===== src/lrb_pkg.sv =====
// ----------------------------------------------------------------------------
// lrb_pkg
// Shared types and constants for the Bresenham line rasterizer.
// ----------------------------------------------------------------------------
`default_nettype none

package lrb_pkg;

    localparam int CB = 6;       // coordinate bits
    localparam int PW = CB + 3;  // decision value width, signed

    typedef logic [CB-1:0]        coord_t;
    typedef logic signed [PW-1:0] dec_t;

    typedef enum logic [1:0] {
        ST_IDLE,
        ST_SETUP,
        ST_PREP,
        ST_WALK
    } state_t;

    typedef struct packed {
        logic load;
        logic setup;
        logic prep;
        logic walk;
        logic last;
    } ctrl_t;

endpackage

`default_nettype wire


===== src/lrb_step.sv =====
// ----------------------------------------------------------------------------
// lrb_step
// Shared step unit: advances the pixel position and the decision value.
// ----------------------------------------------------------------------------
`default_nettype none

module lrb_step (
    input  lrb_pkg::coord_t x,
    input  lrb_pkg::coord_t y,
    input  lrb_pkg::dec_t   p,
    input  lrb_pkg::dec_t   inc_minor,
    input  lrb_pkg::dec_t   inc_both,
    input  logic            x_major,
    input  logic            sy_neg,
    output lrb_pkg::coord_t x_step,
    output lrb_pkg::coord_t y_step,
    output lrb_pkg::dec_t   p_step
);
    import lrb_pkg::*;

    coord_t x_inc;
    coord_t y_inc;
    logic   minor_only;

    assign x_inc      = x + coord_t'(1);
    assign y_inc      = sy_neg ? (y - coord_t'(1)) : (y + coord_t'(1));
    assign minor_only = p[PW-1];

    always_comb
    begin
        if (minor_only)
        begin
            x_step = x_major ? x_inc : x;
            y_step = x_major ? y : y_inc;
            p_step = p + inc_minor;
        end
        else
        begin
            x_step = x_inc;
            y_step = y_inc;
            p_step = p + inc_both;
        end
    end

endmodule

`default_nettype wire


===== src/lrb_ctrl.sv =====
// ----------------------------------------------------------------------------
// lrb_ctrl
// Sequencer: setup phases, then one step per pixel with a down counter.
// ----------------------------------------------------------------------------
`default_nettype none

module lrb_ctrl (
    input  logic            clk,
    input  logic            rst_n,
    input  logic            start,
    input  lrb_pkg::coord_t major,
    output logic            busy,
    output lrb_pkg::ctrl_t  ctrl
);
    import lrb_pkg::*;

    state_t state_reg;
    state_t state_next;
    coord_t cnt_reg;
    coord_t cnt_next;
    logic   last;

    assign last = (cnt_reg == '0);

    always_ff @(posedge clk or negedge rst_n)
    begin
        if (!rst_n)
        begin
            state_reg <= ST_IDLE;
            cnt_reg   <= '0;
        end
        else
        begin
            state_reg <= state_next;
            cnt_reg   <= cnt_next;
        end
    end

    always_comb
    begin
        state_next = state_reg;
        case (state_reg)
            ST_IDLE:  if (start) state_next = ST_SETUP;
            ST_SETUP: state_next = ST_PREP;
            ST_PREP:  state_next = ST_WALK;
            ST_WALK:  if (last) state_next = ST_IDLE;
            default:  state_next = ST_IDLE;
        endcase
    end

    always_comb
    begin
        cnt_next = cnt_reg;
        if (state_reg == ST_PREP)
            cnt_next = major;
        else if (state_reg == ST_WALK && !last)
            cnt_next = cnt_reg - coord_t'(1);
    end

    always_comb
    begin
        busy       = 1'b1;
        ctrl.load  = 1'b0;
        ctrl.setup = 1'b0;
        ctrl.prep  = 1'b0;
        ctrl.walk  = 1'b0;
        ctrl.last  = 1'b0;
        case (state_reg)
            ST_IDLE:
            begin
                busy      = 1'b0;
                ctrl.load = start;
            end
            ST_SETUP: ctrl.setup = 1'b1;
            ST_PREP:  ctrl.prep  = 1'b1;
            ST_WALK:
            begin
                ctrl.walk = 1'b1;
                ctrl.last = last;
            end
            default:  busy = 1'b0;
        endcase
    end

endmodule

`default_nettype wire


===== src/line_rasterizer_bresenham.sv =====
// ----------------------------------------------------------------------------
// line_rasterizer_bresenham
// Bresenham line rasterizer for a 64x64 tile, all octants.
// ----------------------------------------------------------------------------
// Usage:
//   A transaction is accepted on a rising edge with start high and busy low;
//   x_start/y_start/x_end/y_end are sampled there. busy stays high until the
//   last pixel has been emitted.
//   Each pixel appears on pixel_x/pixel_y for one cycle with strobe high;
//   last_pixel marks the final pixel. The receiver has no backpressure.
// Sequence:
//   The endpoints are put in order when they are loaded at acceptance. The
//   SETUP state computes the deltas, then PREP the decision terms; then one
//   pixel per cycle comes from the shared step unit, for a line of
//   n = max(|dx|,|dy|) + 1 pixels. busy then drops, and the next start is
//   taken once the last pixel has been emitted.
// Reset:
//   rst_n clears the sequencer; the block comes up idle with no strobe.
// ----------------------------------------------------------------------------
`default_nettype none

module line_rasterizer_bresenham (
    input  logic            clk,
    input  logic            rst_n,
    input  logic            start,
    output logic            busy,
    input  lrb_pkg::coord_t x_start,
    input  lrb_pkg::coord_t y_start,
    input  lrb_pkg::coord_t x_end,
    input  lrb_pkg::coord_t y_end,
    output logic            strobe,
    output lrb_pkg::coord_t pixel_x,
    output lrb_pkg::coord_t pixel_y,
    output logic            last_pixel
);
    import lrb_pkg::*;

    ctrl_t  ctrl;
    coord_t x_reg;
    coord_t y_reg;
    coord_t xe_reg;
    coord_t ye_reg;
    coord_t dx_reg;
    coord_t ady_reg;
    logic   sy_neg_reg;
    logic   x_major_reg;
    coord_t major;
    coord_t minor;
    dec_t   p_reg;
    dec_t   inc_minor_reg;
    dec_t   inc_both_reg;
    coord_t x_step;
    coord_t y_step;
    dec_t   p_step;
    logic   swap;
    logic   x_major;

    assign swap = !((x_start < x_end) || ((x_start == x_end) && (y_start <= y_end)));

    assign x_major = (dx_reg > ady_reg);
    assign major   = x_major ? dx_reg  : ady_reg;
    assign minor   = x_major ? ady_reg : dx_reg;

    lrb_ctrl u_ctrl (
        .clk   (clk),
        .rst_n (rst_n),
        .start (start),
        .major (major),
        .busy  (busy),
        .ctrl  (ctrl)
    );

    lrb_step u_step (
        .x         (x_reg),
        .y         (y_reg),
        .p         (p_reg),
        .inc_minor (inc_minor_reg),
        .inc_both  (inc_both_reg),
        .x_major   (x_major_reg),
        .sy_neg    (sy_neg_reg),
        .x_step    (x_step),
        .y_step    (y_step),
        .p_step    (p_step)
    );

    // datapath registers, no reset needed
    always_ff @(posedge clk)
    begin
        if (ctrl.load)
        begin
            x_reg  <= swap ? x_end   : x_start;
            y_reg  <= swap ? y_end   : y_start;
            xe_reg <= swap ? x_start : x_end;
            ye_reg <= swap ? y_start : y_end;
        end
        else if (ctrl.walk)
        begin
            x_reg <= x_step;
            y_reg <= y_step;
        end

        if (ctrl.setup)
        begin
            dx_reg     <= xe_reg - x_reg;
            sy_neg_reg <= (ye_reg < y_reg);
            ady_reg    <= (ye_reg < y_reg) ? (y_reg - ye_reg) : (ye_reg - y_reg);
        end

        if (ctrl.prep)
        begin
            x_major_reg   <= x_major;
            inc_minor_reg <= dec_t'({minor, 1'b0});
            inc_both_reg  <= dec_t'({minor, 1'b0}) - dec_t'({major, 1'b0});
            p_reg         <= dec_t'({minor, 1'b0}) - dec_t'(major);
        end
        else if (ctrl.walk)
        begin
            p_reg <= p_step;
        end
    end

    assign strobe     = ctrl.walk;
    assign pixel_x    = x_reg;
    assign pixel_y    = y_reg;
    assign last_pixel = ctrl.last;

    a_strobe_busy: assert property (@(posedge clk) disable iff (!rst_n)
        strobe |-> busy)
        else $error("strobe while idle");

    a_run_on: assert property (@(posedge clk) disable iff (!rst_n)
        (strobe && !last_pixel) |=> strobe)
        else $error("pixel run broken before last pixel");

    a_setup_gap: assert property (@(posedge clk) disable iff (!rst_n)
        (start && !busy) |=> (busy && !strobe))
        else $error("no setup cycle after accept");

    a_last_done: assert property (@(posedge clk) disable iff (!rst_n)
        (strobe && last_pixel) |=> !busy)
        else $error("still busy after last pixel");

endmodule

`default_nettype wire

===== config.mk =====
export PLATFORM = sky130hd
export DESIGN_NAME = line_rasterizer_bresenham
export DESIGN_NICKNAME = d
export VERILOG_FILES = /design/src/lrb_pkg.sv /design/src/lrb_step.sv /design/src/lrb_ctrl.sv /design/src/line_rasterizer_bresenham.sv
export SDC_FILE = /design/constraint.sdc
export NUM_CORES = 1
export LEC_CHECK = 0
export ABC_AREA = 1
export BUFFER_PORTS_ARGS = -buffer_cell sky130_fd_sc_hd__buf_4
export CORE_ASPECT_RATIO = 0.7
export CORE_UTILIZATION = 56
export CTS_CLUSTER_DIAMETER = 30
export CTS_CLUSTER_SIZE = 16
export DETAILED_ROUTE_END_ITERATION = 10
export PLACE_DENSITY = 0.78
export SLEW_MARGIN = 40
export SYNTH_ARGS = -nofsm -noshare
export SYNTH_HDL_FRONTEND = slang
export SYNTH_HIERARCHICAL = 1
export SYNTH_SLANG_ARGS = --single-unit

===== constraint.sdc =====
create_clock -name clk -period 3.1 [get_ports clk]
set_input_delay 0.31 -clock clk [delete_from_list [all_inputs] [get_ports clk]]
set_output_delay 0.31 -clock clk [all_outputs]
set_load 0.01 [all_outputs]

==> results of run 1 <==
-- logic make-up (layout without fill, tap and decap cells) --
kind of cell | after synthesis | in the layout | share of synthesized area, %
other cells | 1 | 4 | 0.0666
simple gates | 287 | 287 | 22.3
buf+inv | 134 | 201 | 9.84
mux | 1 | 1 | 0.178
xor+xnor | 26 | 26 | 4.04
flops | 68 | 68 | 35.5
fa+ha+maj | 66 | 66 | 15.5
compound gates | 121 | 121 | 12.6
-- what timing repair did --
item | CTS | global route
resized for setup | 2 | 20
cloned | 0 | 0
hold buffers | 1 | 0
pin swaps | 0 | 4
endpoints found under the hold margin | 8 | 0
buffers inserted | 0 | 5
endpoints found under the setup margin | 1 | 4
-- cell type report --
| type | instances | area [sq um] | area share [%] |
|---|---|---|---|
| inverters | 120 | 453 | 6.85 |
| clock buffers | 12 | 278 | 4.20 |
| multi-input cells | 505 | 3200 | 48.4 |
| clock inverters | 4 | 26.3 | 0.397 |
| repair buffers | 65 | 494 | 7.47 |
| well taps | 128 | 160 | 2.42 |
| flip-flops and latches | 68 | 2000 | 30.3 |
-- cell usage in the layout, fill, tap and decap left out, drive strengths merged --
cell         instances
a221oi               2
nor2                32
a211oi               1
a21o                 5
a31oi                4
mux2i                1
clkbuf              12
nand3               40
conb                 4
dfrtp                8
clkinv               1
o21bai               3
inv                123
nand4                5
or2                  4
o21ai               60
xor2                19
ha                  60
edfxtp              60
buf                 64
nand3b               3
nor3                 1
fa                   6
nand2              202
xnor2                7
o221ai               1
dlygate4sd3          1
a21oi               44
a21boi               1
-- per-stage QoR --
step	cells	setup WS (ns)
after CTS	897	0.0282
after floorplan	707	0.105
after global routing	902	-0.0387
after global placement	880	0.0671
final	902	0.146
after detailed placement	880	-0.0328
-- tightest hold or removal path, stage by stage --
cell     delay [ns]
buf_4          0.09
nand2_1        0.04
o21ai_0        0.07
-- routing by layer --
metal / GRT usage, % / vias up / routed length, um
met3: 4.59 / 18 / 816
met2: 39.1 / 148 / 5590
met1: 41.2 / 2264 / 6740
met4: 7.41 / 0 / 167
li1: - / 2417 / -
met5: 0 / - / 0
-- path summary, 6_finish.rpt --
kind | endpoint | slack [ns] | depth (start not counted)
worst min register to register | u_ctrl/state_reg[1] | 0.53 | 2
worst max-delay path | p_reg[6] | 0.15 | 15
min in group asynchronous | u_ctrl/cnt_reg[2] | 0.33 | 2
worst min-delay path | xe_reg[0] | 0.29 | 3
worst max register to register | p_reg[6] | 0.15 | 15
max in group asynchronous | u_ctrl/cnt_reg[0] | 2.64 | 2
==> flow_summary.ini, run 1 <==
[floorplan]
coreArea_sq_um = 9720
fp.dieArea_sq_um = 10500
ios = 42
die_y_um = 85.9
die_x_um = 122
start_util_pct = 57.9
num_rows = 30

[critical_path]
crit_arrival_ns = 3.02
start_kind = flop
path_buf_inv = 1
critPathTopFamily = compound AO/OA/AOI/OAI gates
slowest_stage = edfxtp_1
slowest_delay_ns = 0.45
path_class = reg2reg
cpMostUsedCell = nand2_1
worstSetupEndpointType = flop
path_max_fanout = 7
startpoint = dx_reg[5]
r2r-start = dx_reg[5]
cp_cell_sequence = ha_4, a21oi_1, nand3_2, nand2_4, nand2_1, o21ai_4, inv_2, fa_2, a21oi_1, o21bai_1, nand2_1, nand2_1, a21oi_2, xnor2_1, o21ai_0
worstPathRequired_ns = 3.17

[final_layout]
drive_gt1_share_pct = 17.6
synthToLayoutAreaGrowth_pct = 17.4
final_area_sq_um = 6610
diodes = 0
largest_reg_flops = 9
nets = 862
fillers = 784
fin_util_pct = 68.0

[status]
outcome = completed

[sta]
fin_setup_tns_ns = 0
holdWs_ns = 0.292
max_freq_ghz = 0.339
timing_hold_violations_final = 0
period_needed_ns = 2.95
max_slew_margin_pct = 58.0
fin_crit_sh_pct = 95.3
finClkSkew_ns = 0.00470
worst_pin_slew_ns = 0.631
slew_violations = 0
finalSetupViolations = 0

[synth]
synth_flop_cell = edfxtp_1
avgSynthCellArea_sq_um = 8.00
yosysUniqueCellTypes = 40
synth_seq_cells = 68
synth_top_cell_area_share_pct = 32.0
yosysTopAreaCell = edfxtp_1
ys_warn_count = 6
synth_area_leaders = edfxtp_1 (32%), ha_1 (13%), nand2_1 (12%), inv_1 (7.8%), o21ai_0 (4.0%)
ys_seq_area_share_pct = 35.5
synth_common_cells = nand2_1 (187), inv_1 (117), edfxtp_1 (60), ha_1 (60), o21ai_0 (45)
netlist_area_sq_um = 5630
synthArstFlopShare_pct = 11.8
synth_edf_count = 60
syn_inst = 704
synth_most_common_cell = nand2_1

[detailed_routing]
wl_per_cell_um = 14.8
via_count = 4847
route.detailed.drc = 0
routed_wl_mm = 13.3
drt-initial-drc-count = 361
routed_via_density = 5.37
firstDrtPassIters = 5
antenna_left = 0

[clock_network]
clock_latency_ns = 0.34
cts_tree = done
cts_buffers = 9
clk_pin_slew_ns = 0.06
cts_root_buf = clkbuf_16
htreeDepth = 3
clk_path_buf_depth = 2
cts_sinks = 68

[global_routing]
grt_pass1_vias = 4559
antenna_found_initial = 0
grt_pass1_wl_mm = 21.7
grt_max_degree = 32
grt.total_usage_pct = 27.1
grt-ovfl-total = 0

[place]
placed_area_sq_um = 6150
port_buffers = 41
gp_congestion = 0.911
hpwlAfterDp_mm = 10.3

[worst_hold_path]
hp-start = x_end[0]
hp-class = in2reg

[flow_run]
maxCapViolations = 0
Power of run 1 is left out: the tool's default activity adds up to more than one toggle a clock period on the data nets, which glitch-free logic cannot reach.
==> inputs of run 2 (changes only) <==
--- a/config.mk
+++ b/config.mk
@@ -7,12 +7,12 @@
 export LEC_CHECK = 0
 export ABC_AREA = 1
 export BUFFER_PORTS_ARGS = -buffer_cell sky130_fd_sc_hd__buf_4
-export CORE_ASPECT_RATIO = 0.7
 export CORE_UTILIZATION = 56
 export CTS_CLUSTER_DIAMETER = 30
 export CTS_CLUSTER_SIZE = 16
 export DETAILED_ROUTE_END_ITERATION = 10
 export PLACE_DENSITY = 0.78
+export REMOVE_ABC_BUFFERS = 1
 export SLEW_MARGIN = 40
 export SYNTH_ARGS = -nofsm -noshare
 export SYNTH_HDL_FRONTEND = slang
==> run 2 against run 1 <==
  * Critical path depth grew 1
  * Critical path type unchanged
  * Sequential cell count is the same
  * Sequential share of layout area grew 1.1 points
  * Register-to-register slack gained 0.02 ns
  * Maximum frequency grew 0.74%
  * Via count shrank 4.5%
  * Global-route usage shrank 3.3 points
==> flow_summary.ini, run 2 (synthesis gave the netlist of run 1 again) <==
[sta]
finClkSkew_ns = 0.0116
max_slew_margin_pct = 62.0
fin_crit_sh_pct = 94.6
rsz0062_at_grt = yes
max_freq_ghz = 0.341
worst_pin_slew_ns = 0.570
finalSetupViolations = 0
timing_hold_violations_final = 0
period_needed_ns = 2.93
slew_violations = 0

[floorplan]
die_x_um = 102
coreArea_sq_um = 9770
die_y_um = 102
fp.dieArea_sq_um = 10500
ios = 42
start_util_pct = 57.6
num_rows = 36

[global_routing]
grt_pass1_vias = 4477
grt.total_usage_pct = 23.8
antenna_found_initial = 0
grt_pass1_wl_mm = 19.3
grt_max_degree = 37
grt-ovfl-total = 0

[critical_path]
cpMostUsedCell = nand2_1
start_kind = flop
slowest_delay_ns = 0.45
path_max_fanout = 18
path_buf_inv = 1
slowest_stage = edfxtp_1
path_class = reg2reg
crit_arrival_ns = 3.01
worstPathRequired_ns = 3.18
worstSetupEndpointType = flop
critPathTopFamily = compound AO/OA/AOI/OAI gates
cp_cell_sequence = ha_4, nand2_2, nor2_4, nand2_1, nand3_2, nand2_4, buf_12, o21ai_2, ha_4, a21oi_1, o21bai_1, nand2_1, nand2_1, a21oi_1, xnor2_1, o21ai_0

[worst_hold_path]
hp-class = in2reg

[final_layout]
fillers = 833
seq_area_sq_um = 2000
drive_gt1_share_pct = 15.1
final_common_cell = nand2_1
layout_common_cells = nand2_1 (186), inv_1 (116), edfxtp_1 (60)
synthToLayoutAreaGrowth_pct = 13.4
nets = 855
final_cells = 900
diodes = 0
multi_input_area_sq_um = 3130
largest_reg_flops = 9

[detailed_routing]
routed_wl_mm = 11.6
drt-initial-drc-count = 227
route.detailed.drc = 0
antenna_left = 0
routed_via_density = 5.15
via_count = 4631
wl_per_cell_um = 12.9
firstDrtPassIters = 4

[clock_network]
cts_buffers = 9
clk_path_buf_depth = 2
cts_sinks = 68
clock_latency_ns = 0.35
htreeDepth = 3
cts_root_buf = clkbuf_8
clk_pin_slew_ns = 0.07
cts_tree = done

[place]
dp_cells = 882
port_buffers = 41
hpwlAfterDp_mm = 9.22
gp_congestion = 0.870

[status]
outcome = completed

[flow_run]
maxCapViolations = 0
[run 2: worst paths after layout]
kind,startpoint,end,slack (ns),depth (start not counted)
min in group asynchronous,rst_n,u_ctrl/cnt_reg[4],0.32,2
worst min register to register,u_ctrl/state_reg[1],u_ctrl/state_reg[1],0.54,2
worst min-delay path,x_end[0],xe_reg[0],0.27,3
max in group asynchronous,rst_n,u_ctrl/cnt_reg[3],2.65,2
worst max register to register,dx_reg[5],p_reg[6],0.17,16
worst max-delay path,dx_reg[5],p_reg[6],0.17,16
[run 2: what timing repair did]
| action | CTS | global route |
|---|---|---|
| buffers inserted | 0 | 1 |
| endpoints found under the setup margin | 0 | 4 |
| endpoints found under the hold margin | 8 | 0 |
| hold buffers | 1 | 0 |
| gates resized for setup | 0 | 8 |
[run 2: routing by layer]
metal	up-vias	global-route usage, %	wire length (um)
met3	18	3.21	382
met2	86	43.8	6010
met5	-	0	0
li1	2409	-	-
met1	2118	27.6	4970
met4	0	10.1	249
[run 2: worst register-to-register path, stage by stage (launching register included)]
cell and delay, ns:
edfxtp_1 0.45, ha_4 0.33, nand2_2 0.07, nor2_4 0.13, nand2_1 0.08, nand3_2 0.09
nand2_4 0.09, buf_12 0.17, o21ai_2 0.23, ha_4 0.26, a21oi_1 0.14, o21bai_1 0.09
nand2_1 0.09, nand2_1 0.05, a21oi_1 0.17, xnor2_1 0.14, o21ai_0 0.09
[run 2: final cells by class]
type                    instances  share of cell area, %
repair buffers                 58                   7.05
clock buffers                  14                   2.39
flip-flops and latches         68                   31.3
multi-input cells             505                   49.0
inverters                     120                   7.09
clock inverters                 2                  0.548
well taps                     133                   2.60
[run 2: stage by stage]
step	setup TNS (ns)	hold WS, ns	setup slack, ns	area (sq um)	utilization, %
floorplan	0	0.0144	0.0781	5540	-
global placement	0	0.134	0.102	6140	62.8
detailed placement	0	0.135	0.0507	6140	62.8
CTS	0	0.260	0.0235	6340	64.9
global route	-0.0933	0.269	-0.0433	6390	65.4
finish	0	0.270	0.168	6390	65.4
Power of run 2 is left out for the same reason.
